File: config.mk
export PLATFORM = sky130hd
export DESIGN_NAME = stereo_level_meter_peak_hold_top
export DESIGN_NICKNAME = d
export VERILOG_FILES = /design/src/design/slmph_pkg.sv /design/src/design/slmph_ctrl.sv /design/src/design/slmph_lane.sv /design/src/design/slmph_dp.sv /design/src/design/stereo_level_meter_peak_hold_top.sv
export SDC_FILE = /design/constraint.sdc
export NUM_CORES = 2
export LEC_CHECK = 0
export BUFFER_PORTS_ARGS = -buffer_cell sky130_fd_sc_hd__buf_2
export CAP_MARGIN = 20
export CORE_ASPECT_RATIO = 0.8
export CORE_UTILIZATION = 55
export CTS_BUF_LIST = sky130_fd_sc_hd__clkbuf_8
export DETAILED_ROUTE_END_ITERATION = 16
export GPL_TIMING_DRIVEN = 1
export PLACE_DENSITY = 0.72
export SETUP_SLACK_MARGIN = 0.1
export SLEW_MARGIN = 25
export SYNTH_ARGS = -nofsm -noshare
export SYNTH_HDL_FRONTEND = slang
export SYNTH_SLANG_ARGS = --single-unit
File: constraint.sdc
create_clock -name clk -period 13 [get_ports clk]
set_input_delay 1.3 -clock clk [delete_from_list [all_inputs] [get_ports clk]]
set_output_delay 1.3 -clock clk [all_outputs]
set_load 0.05 [all_outputs]
File: src/design/slmph_pkg.sv
package slmph_pkg;

	// field widths
	localparam int LEVEL_IN_W = 17;
	localparam int COEF_W     = 16;
	localparam int SEG_W      = 6;
	localparam int CFG_IDX_W  = 2;
	localparam int CFG_DATA_W = 16;

	// parameter defaults
	localparam int DEFAULT_LEVEL_FRAC_BITS = 15;
	localparam int DEFAULT_MAX_SEGMENTS    = 32;

	// register reset values
	localparam logic [COEF_W-1:0] ATTACK_RESET  = 16'd22938;
	localparam logic [COEF_W-1:0] RELEASE_RESET = 16'd5243;
	localparam logic [COEF_W-1:0] DECAY_RESET   = 16'd63570;
	localparam logic [SEG_W-1:0]  SEGMENT_RESET = 6'd18;

	// register indexes
	localparam logic [CFG_IDX_W-1:0] CFG_ATTACK  = 2'd0;
	localparam logic [CFG_IDX_W-1:0] CFG_RELEASE = 2'd1;
	localparam logic [CFG_IDX_W-1:0] CFG_DECAY   = 2'd2;
	localparam logic [CFG_IDX_W-1:0] CFG_SEGMENT = 2'd3;

	// item codes
	localparam logic ACT_LEVEL = 1'b0;
	localparam logic ACT_TICK  = 1'b1;

	// commands from the controller to the datapath
	typedef struct packed {
		logic load_target;
		logic smooth;
		logic decay;
		logic lit;
		logic peak;
		logic load_out;
	} cmd_t;

endpackage

File: src/design/slmph_ctrl.sv
module slmph_ctrl (
	input  logic               clk,
	input  logic               arst_n,
	input  logic               in_valid,
	output logic               in_stall,
	input  logic               action,
	output logic               out_valid,
	input  logic               out_stall,
	output slmph_pkg::cmd_t    cmd
);

	typedef enum logic [4:0] {
		ST_IDLE   = 5'b00001,
		ST_SMOOTH = 5'b00010,
		ST_DECAY  = 5'b00100,
		ST_LIT    = 5'b01000,
		ST_PEAK   = 5'b10000
	} state_t;

	state_t state_q;
	state_t state_d;
	logic   out_valid_q;
	logic   in_take;
	logic   out_free;

	assign in_stall  = (state_q != ST_IDLE);
	assign in_take   = in_valid && !in_stall;
	assign out_free  = !out_valid_q || !out_stall;
	assign out_valid = out_valid_q;

	// next state and commands
	always_comb begin
		state_d = state_q;
		cmd     = '0;
		unique case (state_q)
			ST_IDLE: begin
				if (in_take) begin
					if (action == slmph_pkg::ACT_TICK) begin
						state_d = ST_SMOOTH;
					end else begin
						cmd.load_target = 1'b1;
					end
				end
			end
			ST_SMOOTH: begin
				cmd.smooth = 1'b1;
				state_d    = ST_DECAY;
			end
			ST_DECAY: begin
				cmd.decay = 1'b1;
				state_d   = ST_LIT;
			end
			ST_LIT: begin
				cmd.lit = 1'b1;
				state_d = ST_PEAK;
			end
			ST_PEAK: begin
				cmd.peak = 1'b1;
				if (out_free) begin
					cmd.load_out = 1'b1;
					state_d      = ST_IDLE;
				end
			end
			default: begin
				state_d = ST_IDLE;
			end
		endcase
	end

	// state and result valid
	always_ff @(posedge clk or negedge arst_n) begin
		if (!arst_n) begin
			state_q     <= ST_IDLE;
			out_valid_q <= 1'b0;
		end else begin
			state_q <= state_d;
			if (cmd.load_out) begin
				out_valid_q <= 1'b1;
			end else if (!out_stall) begin
				out_valid_q <= 1'b0;
			end
		end
	end

endmodule

File: src/design/slmph_lane.sv
module slmph_lane #(
	parameter int LEVEL_FRAC_BITS = slmph_pkg::DEFAULT_LEVEL_FRAC_BITS
) (
	input  logic                                  clk,
	input  logic                                  arst_n,
	input  slmph_pkg::cmd_t                       cmd,
	input  logic signed [slmph_pkg::LEVEL_IN_W-1:0] level,
	input  logic [slmph_pkg::COEF_W-1:0]          attack_coef,
	input  logic [slmph_pkg::COEF_W-1:0]          release_coef,
	input  logic [slmph_pkg::COEF_W-1:0]          peak_decay,
	input  logic [slmph_pkg::SEG_W-1:0]           seg,
	output logic [slmph_pkg::SEG_W-1:0]           lit,
	output logic [slmph_pkg::SEG_W-1:0]           peak
);

	// stored levels never exceed one or 16 bits, whichever is smaller
	localparam int LW  = (LEVEL_FRAC_BITS + 1 < 16) ? LEVEL_FRAC_BITS + 1 : 16;
	localparam int AW  = LW + 1;
	localparam int BW  = slmph_pkg::COEF_W + 1;
	localparam int PW  = AW + BW;
	localparam int NW  = PW - LEVEL_FRAC_BITS;
	localparam int CLW = (LEVEL_FRAC_BITS + 1 > 17) ? LEVEL_FRAC_BITS + 1 : 17;
	localparam logic [CLW-1:0] ONE_C = CLW'(1) << LEVEL_FRAC_BITS;
	localparam logic [PW-1:0]  HALF  = PW'(1) << (LEVEL_FRAC_BITS - 1);

	logic [LW-1:0]          target_q;
	logic [LW-1:0]          shown_q;
	logic [LW-1:0]          hold_q;
	logic [slmph_pkg::SEG_W-1:0] lit_q;

	logic [CLW-1:0]         clamp_v;
	logic [LW-1:0]          target_nx;
	logic signed [AW-1:0]   mul_a;
	logic signed [BW-1:0]   mul_b;
	logic signed [PW-1:0]   prod;
	logic [AW-1:0]          step_v;
	logic [AW-1:0]          sm_sum;
	logic [LW-1:0]          shown_nx;
	logic [LW-1:0]          decayed;
	logic [LW-1:0]          hold_nx;
	logic [PW-1:0]          rnd;
	logic [NW-1:0]          n_full;
	logic [slmph_pkg::SEG_W-1:0] n_seg;
	logic [slmph_pkg::COEF_W-1:0] coef_sel;

	// clamp incoming level to 0..one
	always_comb begin
		if (level[slmph_pkg::LEVEL_IN_W-1]) begin
			clamp_v = '0;
		end else if (CLW'(level[slmph_pkg::LEVEL_IN_W-2:0]) > ONE_C) begin
			clamp_v = ONE_C;
		end else begin
			clamp_v = CLW'(level[slmph_pkg::LEVEL_IN_W-2:0]);
		end
		target_nx = clamp_v[LW-1:0];
	end

	// shared multiplier operand select
	assign coef_sel = (target_q > shown_q) ? attack_coef : release_coef;

	always_comb begin
		mul_a = '0;
		mul_b = '0;
		if (cmd.smooth) begin
			mul_a = $signed({1'b0, target_q}) - $signed({1'b0, shown_q});
			mul_b = $signed({1'b0, coef_sel});
		end else if (cmd.decay) begin
			mul_a = $signed({1'b0, hold_q});
			mul_b = $signed({1'b0, peak_decay});
		end else if (cmd.lit) begin
			mul_a = $signed({1'b0, shown_q});
			mul_b = $signed({{(BW - slmph_pkg::SEG_W){1'b0}}, seg});
		end else if (cmd.peak) begin
			mul_a = $signed({1'b0, hold_q});
			mul_b = $signed({{(BW - slmph_pkg::SEG_W){1'b0}}, seg});
		end
	end

	assign prod = mul_a * mul_b;

	// smoothing: shown + floor((target - shown) * c / 2^16)
	assign step_v   = prod[slmph_pkg::COEF_W +: AW];
	assign sm_sum   = {1'b0, shown_q} + step_v;
	assign shown_nx = sm_sum[LW-1:0];

	// peak decay, held no lower than the shown level
	assign decayed = prod[slmph_pkg::COEF_W +: LW];
	assign hold_nx = (decayed > shown_q) ? decayed : shown_q;

	// level to segment count, rounded half up
	assign rnd    = $unsigned(prod) + HALF;
	assign n_full = rnd[PW-1:LEVEL_FRAC_BITS];
	assign n_seg  = (n_full > NW'(seg)) ? seg : n_full[slmph_pkg::SEG_W-1:0];

	// channel state
	always_ff @(posedge clk or negedge arst_n) begin
		if (!arst_n) begin
			target_q <= '0;
			shown_q  <= '0;
			hold_q   <= '0;
		end else begin
			if (cmd.load_target) begin
				target_q <= target_nx;
			end
			if (cmd.smooth) begin
				shown_q <= shown_nx;
			end
			if (cmd.decay) begin
				hold_q <= hold_nx;
			end
		end
	end

	// lit count waits for the peak step
	always_ff @(posedge clk) begin
		if (cmd.lit) begin
			lit_q <= n_seg;
		end
	end

	assign lit  = lit_q;
	assign peak = n_seg;

endmodule

File: src/design/slmph_dp.sv
module slmph_dp #(
	parameter int LEVEL_FRAC_BITS = slmph_pkg::DEFAULT_LEVEL_FRAC_BITS,
	parameter int MAX_SEGMENTS    = slmph_pkg::DEFAULT_MAX_SEGMENTS
) (
	input  logic                                    clk,
	input  logic                                    arst_n,
	input  slmph_pkg::cmd_t                         cmd,
	input  logic                                    cfg_we,
	input  logic [slmph_pkg::CFG_IDX_W-1:0]         cfg_index,
	input  logic [slmph_pkg::CFG_DATA_W-1:0]        cfg_data,
	input  logic signed [slmph_pkg::LEVEL_IN_W-1:0] level_left,
	input  logic signed [slmph_pkg::LEVEL_IN_W-1:0] level_right,
	output logic [slmph_pkg::SEG_W-1:0]             lit_left,
	output logic [slmph_pkg::SEG_W-1:0]             lit_right,
	output logic [slmph_pkg::SEG_W-1:0]             peak_left,
	output logic [slmph_pkg::SEG_W-1:0]             peak_right
);

	logic [slmph_pkg::COEF_W-1:0] attack_q;
	logic [slmph_pkg::COEF_W-1:0] release_q;
	logic [slmph_pkg::COEF_W-1:0] decay_q;
	logic [slmph_pkg::SEG_W-1:0]  seg_q;
	logic [slmph_pkg::SEG_W-1:0]  seg_eff;

	logic [slmph_pkg::SEG_W-1:0]  lit_l;
	logic [slmph_pkg::SEG_W-1:0]  lit_r;
	logic [slmph_pkg::SEG_W-1:0]  peak_l;
	logic [slmph_pkg::SEG_W-1:0]  peak_r;

	logic [slmph_pkg::SEG_W-1:0]  lit_left_q;
	logic [slmph_pkg::SEG_W-1:0]  lit_right_q;
	logic [slmph_pkg::SEG_W-1:0]  peak_left_q;
	logic [slmph_pkg::SEG_W-1:0]  peak_right_q;

	// configuration registers
	always_ff @(posedge clk or negedge arst_n) begin
		if (!arst_n) begin
			attack_q  <= slmph_pkg::ATTACK_RESET;
			release_q <= slmph_pkg::RELEASE_RESET;
			decay_q   <= slmph_pkg::DECAY_RESET;
			seg_q     <= slmph_pkg::SEGMENT_RESET;
		end else if (cfg_we) begin
			unique case (cfg_index)
				slmph_pkg::CFG_ATTACK:  attack_q  <= cfg_data;
				slmph_pkg::CFG_RELEASE: release_q <= cfg_data;
				slmph_pkg::CFG_DECAY:   decay_q   <= cfg_data;
				slmph_pkg::CFG_SEGMENT: seg_q     <= cfg_data[slmph_pkg::SEG_W-1:0];
				default: begin
				end
			endcase
		end
	end

	// segment count saturates at the column limit
	assign seg_eff = ({1'b0, seg_q} > (slmph_pkg::SEG_W + 1)'(MAX_SEGMENTS))
		? slmph_pkg::SEG_W'(MAX_SEGMENTS) : seg_q;

	slmph_lane #(
		.LEVEL_FRAC_BITS(LEVEL_FRAC_BITS)
	) u_lane_left (
		.clk         (clk),
		.arst_n      (arst_n),
		.cmd         (cmd),
		.level       (level_left),
		.attack_coef (attack_q),
		.release_coef(release_q),
		.peak_decay  (decay_q),
		.seg         (seg_eff),
		.lit         (lit_l),
		.peak        (peak_l)
	);

	slmph_lane #(
		.LEVEL_FRAC_BITS(LEVEL_FRAC_BITS)
	) u_lane_right (
		.clk         (clk),
		.arst_n      (arst_n),
		.cmd         (cmd),
		.level       (level_right),
		.attack_coef (attack_q),
		.release_coef(release_q),
		.peak_decay  (decay_q),
		.seg         (seg_eff),
		.lit         (lit_r),
		.peak        (peak_r)
	);

	// result register
	always_ff @(posedge clk) begin
		if (cmd.load_out) begin
			lit_left_q   <= lit_l;
			lit_right_q  <= lit_r;
			peak_left_q  <= peak_l;
			peak_right_q <= peak_r;
		end
	end

	assign lit_left   = lit_left_q;
	assign lit_right  = lit_right_q;
	assign peak_left  = peak_left_q;
	assign peak_right = peak_right_q;

endmodule

File: src/design/stereo_level_meter_peak_hold_top.sv
// Stereo LED bar level meter with attack/release ballistics and peak hold.
// Input channel (in_valid/in_stall): action 0 beats carry a new left/right
// level pair, clamped to 0..one and stored as targets; they give no result.
// Action 1 beats are display ticks: each gives one result beat with the lit
// segment count and peak-dot position of both columns.
// Output channel (out_valid/out_stall): one result beat per tick.
// Config channel (cfg_valid/cfg_ready): always ready; index 0 attack coef,
// 1 release coef, 2 peak decay, 3 segment count. Write only while idle.
// A level beat is stored when accepted and leaves the controller idle. A tick
// passes the accept step, then one step each of smoothing, peak decay, lit
// rounding and peak rounding on the one multiplier per channel; its result is
// registered as the peak rounding step ends.
// The next beat is accepted as soon as the tick finishes, even while the
// previous result still sits in the output register.
// If the receiver stalls with a result pending, a finished tick waits in
// its last step and in_stall stays high until the output register frees.
// Reset clears targets, shown levels and peak holds to zero and loads the
// default coefficients and segment count; no result is pending.
module stereo_level_meter_peak_hold_top #(
	parameter int LEVEL_FRAC_BITS = slmph_pkg::DEFAULT_LEVEL_FRAC_BITS,
	parameter int MAX_SEGMENTS    = slmph_pkg::DEFAULT_MAX_SEGMENTS
) (
	input  logic                                    clk,
	input  logic                                    arst_n,
	input  logic                                    in_valid,
	output logic                                    in_stall,
	input  logic                                    action,
	input  logic signed [slmph_pkg::LEVEL_IN_W-1:0] level_left,
	input  logic signed [slmph_pkg::LEVEL_IN_W-1:0] level_right,
	output logic                                    out_valid,
	input  logic                                    out_stall,
	output logic [slmph_pkg::SEG_W-1:0]             lit_left,
	output logic [slmph_pkg::SEG_W-1:0]             lit_right,
	output logic [slmph_pkg::SEG_W-1:0]             peak_left,
	output logic [slmph_pkg::SEG_W-1:0]             peak_right,
	input  logic                                    cfg_valid,
	output logic                                    cfg_ready,
	input  logic [slmph_pkg::CFG_IDX_W-1:0]         cfg_index,
	input  logic [slmph_pkg::CFG_DATA_W-1:0]        cfg_data
);

	slmph_pkg::cmd_t cmd;

	// register writes are never held off
	assign cfg_ready = 1'b1;

	slmph_ctrl u_ctrl (
		.clk      (clk),
		.arst_n   (arst_n),
		.in_valid (in_valid),
		.in_stall (in_stall),
		.action   (action),
		.out_valid(out_valid),
		.out_stall(out_stall),
		.cmd      (cmd)
	);

	slmph_dp #(
		.LEVEL_FRAC_BITS(LEVEL_FRAC_BITS),
		.MAX_SEGMENTS   (MAX_SEGMENTS)
	) u_dp (
		.clk        (clk),
		.arst_n     (arst_n),
		.cmd        (cmd),
		.cfg_we     (cfg_valid && cfg_ready),
		.cfg_index  (cfg_index),
		.cfg_data   (cfg_data),
		.level_left (level_left),
		.level_right(level_right),
		.lit_left   (lit_left),
		.lit_right  (lit_right),
		.peak_left  (peak_left),
		.peak_right (peak_right)
	);

endmodule

=== Word level (Yosys, flattened, before mapping) ===
Cells that the tools add are included.

* Output and inout port bits: 27
* Input port bits: 58
* Register bits: 192

* Muxes and demuxes: 38
* Equal/unequal tests: 13
* $mul: 2
* $lt $le $gt $ge: 9
* Reductions and logical operators: 11
* Add/subtract/negate cells: 6

{| class="wikitable"
|+ Operators with widths
! cell !! number
|-
| $mux W16 || 14
|-
| $mux W17 || 6
|-
| $add A34 B15 Y34 const B || 2
|-
| $mul A17 B17 Y34 || 2
|-
| $gt A16 B16 Y1 || 4
|-
| $gt A19 B6 Y1 || 2
|-
| $sub A16 B16 Y17 || 2
|-
| $add A16 B16 Y16 || 2
|-
| $gt A16 B16 Y1 const B || 2
|-
| $pmux W5 S5 || 1
|-
| $mux W6 || 4
|-
| $mux W5 || 3
|-
| $mux W1 || 9
|-
| $reduce_and A2 Y1 || 4
|-
| $gt A6 B6 Y1 const B || 1
|-
| $ne A2 B1 Y1 const B || 3
|-
| $eq A5 B1 Y1 const B || 1
|-
| $eq A5 B2 Y1 const B || 1
|-
| $eq A5 B3 Y1 const B || 1
|-
| $eq A5 B4 Y1 const B || 1
|-
| $eq A5 B5 Y1 const B || 1
|-
| $ne A5 B1 Y1 const B || 1
|-
| $eq A2 B2 Y1 const B || 2
|-
| $logic_not A1 Y1 || 3
|-
| other kinds (7) || 7
|}

=== Depth between registers and ports, before layout ===
* Depth in word-level cells: 12
* Depth in mapped cells: 48
* Mapped depth without buffers: 46

=== By module ===
Synthesis repeated with hierarchy kept, for this count alone.

* Cells, all modules: 3941
* Area total of the unflattened synthesis: 34886.0 um^2

{| class="wikitable"
|+ By module, submodules not included
! module !! times used !! area an instance (um^2) !! cells an instance !! seq. area each (um^2)
|-
| slmph_lane at u_dp.u_lane_right || 1 || 15904.0 || 1891 || 1381.3
|-
| slmph_lane at u_dp.u_lane_left || 1 || 15792.6 || 1869 || 1381.3
|-
| slmph_dp || 1 || 2826.5 || 145 || 2104.5
|-
| slmph_ctrl || 1 || 351.6 || 34 || 151.4
|-
| stereo_level_meter_peak_hold_top || 1 || 11.3 || 2 || 0.0
|}

=== Worst setup path before layout ===
OpenSTA, ideal clock, no wires.

* Path kind: reg2reg
* Start: register u_dp.u_lane_left.shown_q[1]
* End: register u_dp.u_lane_left.hold_q[10]
* Period minus slack after synthesis: 11.071 ns
* Library setup time: 0.133 ns
* Path slack: 1.929 ns
* Required time: 12.867 ns
* Cell stages (with the launch flop): 47
* Arrival: 10.938 ns
* Cell sequence: dfrtp_1 inv_1 ha_1 nor2b_1 o21ai_0 a21boi_0 o21a_1 o21a_1 o21ba_2 o31ai_1 a211oi_1 nor2_1 buf_2 mux2i_1 o21ai_1 clkbuf_1 nand2_1 fa_1 [... 11 more ...] clkbuf_1 a21oi_1 o21ai_0 o21bai_1 o2111ai_1 and2_1 a311oi_2 inv_1 ha_1 a21o_1 a21o_1 a21oi_1 o21ai_0 a21oi_1 a21oi_1 clkbuf_1 mux2i_1 o21ai_0

* Longest elaborated chain between the ends: 6

{| class="wikitable"
|+ Ends and longest elaborated chain
! element !! line !! text
|-
| start: declaration || slmph_lane.sv:27 || <nowiki>logic [LW-1:0] shown_q;</nowiki>
|-
| start signal: assignment || slmph_lane.sv:106 || <nowiki>shown_q <= shown_nx;</nowiki>
|-
| $gt A16 B16 Y1 / $mux W16 (equally long branches) || slmph_lane.sv:59, slmph_lane.sv:70 ||
|-
| $mux W16, on equally long branches || slmph_lane.sv:59, slmph_lane.sv:67 ||
|-
| $mux W17 || slmph_lane.sv:64 || <nowiki>if (cmd.smooth) begin</nowiki>
|-
| $mul A17 B17 Y34 || slmph_lane.sv:79 || <nowiki>assign prod = mul_a * mul_b;</nowiki>
|-
| $gt A16 B16 Y1 || slmph_lane.sv:88 || <nowiki>assign hold_nx = (decayed > shown_q) ? decayed : shown_q;</nowiki>
|-
| $mux W16 * || slmph_lane.sv:88 ||
|-
| end signal: assignment || slmph_lane.sv:109 || <nowiki>hold_q <= hold_nx;</nowiki>
|-
| end: declaration || slmph_lane.sv:28 || <nowiki>logic [LW-1:0] hold_q;</nowiki>
|}

Every way passes the cells marked *; elsewhere a longest branch is shown, timed or not.
A chain may end at the register's enable or synchronous reset.

=== Worst setup path in the final report ===
* Start: register u_dp.u_lane_right.shown_q[1]
* End: register u_dp.u_lane_right.lit_q, in the netlist u_dp.u_lane_right.lit[5] (data pin)

* Longest elaborated chain between the ends: 7

{| class="wikitable"
|+ Ends and longest elaborated chain
! element !! line !! text
|-
| start: declaration || slmph_lane.sv:27 ||
|-
| start signal: assignment || slmph_lane.sv:106 ||
|-
| $gt A16 B16 Y1 / $mux W16 (equally long branches) || slmph_lane.sv:59, slmph_lane.sv:70 ||
|-
| $mux W16, on equally long branches || slmph_lane.sv:59, slmph_lane.sv:67 ||
|-
| $mux W17 || slmph_lane.sv:64 ||
|-
| $mul A17 B17 Y34 * || slmph_lane.sv:79 ||
|-
| $add A34 B15 Y34 * || slmph_lane.sv:91 || <nowiki>assign rnd = $unsigned(prod) + HALF;</nowiki>
|-
| $gt A19 B6 Y1 || slmph_lane.sv:93 || <nowiki>assign n_seg = (n_full > NW'(seg)) ? seg : n_full[slmph_pkg::SEG_W-1:0];</nowiki>
|-
| $mux W6 * || slmph_lane.sv:93 ||
|-
| named net u_dp.peak_r, one bit || slmph_dp.sv:28 || <nowiki>logic [slmph_pkg::SEG_W-1:0] peak_r;</nowiki>
|-
| end signal: assignment || slmph_lane.sv:117 || <nowiki>lit_q <= n_seg;</nowiki>
|-
| end: declaration || slmph_lane.sv:29 || <nowiki>logic [slmph_pkg::SEG_W-1:0] lit_q;</nowiki>
|}

The timed path passes the listed nets; every way through them passes the cells marked *.

==> metrics.txt <==
initial core utilization=55.6%; Die Height=224 um; Syn. warnings=0; worst-margin pin slew=1140 ps; HP Class=reg -> reg; WP data arrival=12430 ps; Distinct cells, synth=92; Die W=280 um; main flop type after synthesis=dfrtp_1; Critical-path top delay cell=nor4b_1; syn_nets=4688; Seq cells post-synth=192; setup ws final=831 ps; Max Cap Violations=0; Fin Hold WS=433 ps; Max Buffers Root-to-Sink=2; min cycle time layout=12170 ps; worst rel slew slack=23.0%; synthesized cell area=34000 um2; Sink Count=192; I/O Buffers=83; Synth async-reset ratio=81.3%; Total GRT Usage=31.2%; period utilisation layout=93.6%; clk root buf=clkbuf_8; cell with the most instances after synthesis=inv_1; worst skew pair latency=500 ps; Power, Total=5.12 mW; final hold violations=0; row count=81; full die area=62700 um2; status=finished clean; core box area=61100 um2; clk_skew=17.4 ps; Final nets=4752; met1 GRT Util=48.7%; largest net degree at the start of global routing=107; layer with the highest usage=met1; DP HPWL=78400 um; WS Path Type=reg -> reg; met3 Use GR=8.47%; dominant cell type by count on the critical path=fa_1; number of synthesized flops with an enable pin=36; Final Slew Violations=0; Post-synth top cells=inv_1, fa_1, nand2_1; first-pass GRT wire length=150000 um; total congestion overflow=0; drt via density=5.76; startpoint types=register; fmax=82.2 MHz; post-synth top area share=32.9%; P per Cell Area=142 nW/um2; Crit path largest cell delay=880 ps; DRC=0; vias in the first global route=26.4k; layout cell share with drive strength beyond 1=8.79%; CTS tree=yes; Syn Inst Count=3792; Final setup viols=0; DRT Wirelength=94600 um; Post-DRT Antenna Nets=0; Setup TNS=0 ps; dpl ws=531 ps; vias after detailed routing=27.1k; Layout area overhead=6.22%; num ports=85; Worst EP required=13260 ps; initial antenna violation count=2; Routed WL per cell=20.1 um; leading area contributor after synthesis=fa_1; ranking of synthesized cells by area=fa_1, ha_1, dfrtp_1, inv_1, nand2_1; Syn Area/Cell=8.96 um2; RSZ-0062 raised after global routing=no; Pleak=18.1 nW; cts hold-fix bufs=0; met2 Usage GRT=42.8%; Max IR drop VDD=0.000143 V; sequential area share after synthesis=14.8%; initial DRC count=2547; GP Congestion=1.01; crit path max fanout=16; CTS Buf Count=17; H-tree levels=4; drt pass-1 iters=6; clk slew on worst S/H paths=110 ps; Critical Path Sink Type=register
## state kept, by name, summed over array words and instances (netlist names), 6 cells and up
name and cells:
u_dp.attack_q 16, u_dp.decay_q 16, u_dp.release_q 16, u_dp.u_lane_left.hold_q 16
u_dp.u_lane_left.shown_q 16, u_dp.u_lane_left.target_q 16, u_dp.u_lane_right.hold_q 16, u_dp.u_lane_right.shown_q 16
u_dp.u_lane_right.target_q 16, u_dp.lit_left 6, u_dp.lit_right 6, u_dp.peak_left 6
u_dp.peak_right 6, u_dp.seg_q 6, u_dp.u_lane_left.lit 6, u_dp.u_lane_right.lit 6
## cells in the final DEF (no fill, tap or decap), types with 9 or more instances in the layout
cell type,synthesis,final
nand3_1,34,34
xnor2_1,79,77
fa_1,558,558
a21o_1,47,46
o21ai_0,131,129
dfrtp_1,129,129
buf_4,1,74
buf_2,6,82
nor4_1,21,21
a22oi_1,23,23
clkbuf_8,0,17
nor2_1,332,331
nand3b_1,9,9
o31ai_1,11,11
a221o_1,16,16
dfstp_2,27,27
nor3_1,30,30
nand2_1,426,426
nand2b_1,29,29
a21oi_2,3,9
and2_1,47,47
a22o_1,28,28
nor2b_1,18,18
mux2i_1,62,62
o21bai_1,19,19
or3_1,11,11
a221oi_1,10,10
a211oi_1,15,14
edfxtp_1,36,36
xor2_1,24,23
and3_1,15,14
a21oi_1,123,117
a31oi_1,12,12
inv_1,792,792
nand4_1,28,28
mux2_2,73,73
o21ai_1,22,20
o21a_1,44,44
ha_1,280,280
## final cells by class
cell class              instances  area, um2
flip-flops and latches        192       5020
fillers                      5492      25000
clock inverters                15        155
diodes                          2       5.00
clock buffers                  17        234
well taps                     830       1040
multi-input cells            2693      25600
repair buffers                159       1010
inverters                     793       2980
## what timing repair did
item | CTS | global route
setup endpoints to repair | 0 | 24
resized for setup | 0 | 12
setup buffers | 0 | 0
## worst paths after layout
| check | start | to | slack [ps] | depth (start not counted) |
|---|---|---|---|---|
| worst max-delay path | u_dp.u_lane_right.shown_q[1] | u_dp.u_lane_right.lit[5] | 830 | 38 |
| max in group asynchronous | arst_n | u_dp.attack_q[9] | 10940 | 2 |
| worst min-delay path | u_dp.u_lane_left.lit[1] | u_dp.lit_left[1] | 430 | 0 |
| worst min register to register | u_dp.u_lane_left.lit[1] | u_dp.lit_left[1] | 430 | 0 |
| worst max register to register | u_dp.u_lane_right.shown_q[1] | u_dp.u_lane_right.lit[5] | 830 | 38 |
| min in group asynchronous | arst_n | u_dp.u_lane_left.target_q[8] | 830 | 1 |
## where the power goes
part,internal [mW],switching [mW],leakage (nW),total [mW]
logic,1.39,2.37,15.6,3.76
clock network,0.147,0.258,0.197,0.404
registers,0.798,0.161,2.32,0.959
## cell families (layout without fill, tap and decap cells)
group	Yosys count	after routing	synth area share [%]
compound gates	580	580	11.4
xor+xnor	104	104	2.70
fa+ha+maj	838	838	43.2
buf+inv	907	984	10.1
flops	192	192	14.8
mux	137	137	4.31
other cells	1	3	0.0110
simple gates	1033	1033	13.5
## routing by layer
| layer | share of wire [%] | vias up | wire, um |
|---|---|---|---|
| met3 | 12 | 111 | 11000 |
| li1 | - | 12176 | - |
| met5 | 0 | - | 0 |
| met4 | 2.0 | 0 | 1930 |
| met1 | 46 | 13502 | 43700 |
| met2 | 40 | 1301 | 37900 |
## critical path: cells and delay by family, from the launching register on
kind	cells	cell delay, ps
compound gates	11	2640
fa+ha+maj	8	3890
buf+inv	6	1030
flops	1	440
mux	3	1030
simple gates	10	2860
## stage by stage
step	instances	cell area [um2]	util, %
floorplan	3792	34000	-
CTS	4699	36000	58.9
finish	4701	36100	59.0
global placement	4667	35600	58.2
global route	4701	36100	59.0
detailed placement	4667	35600	58.2
Note: power is estimated with default switching activity, not from simulation.
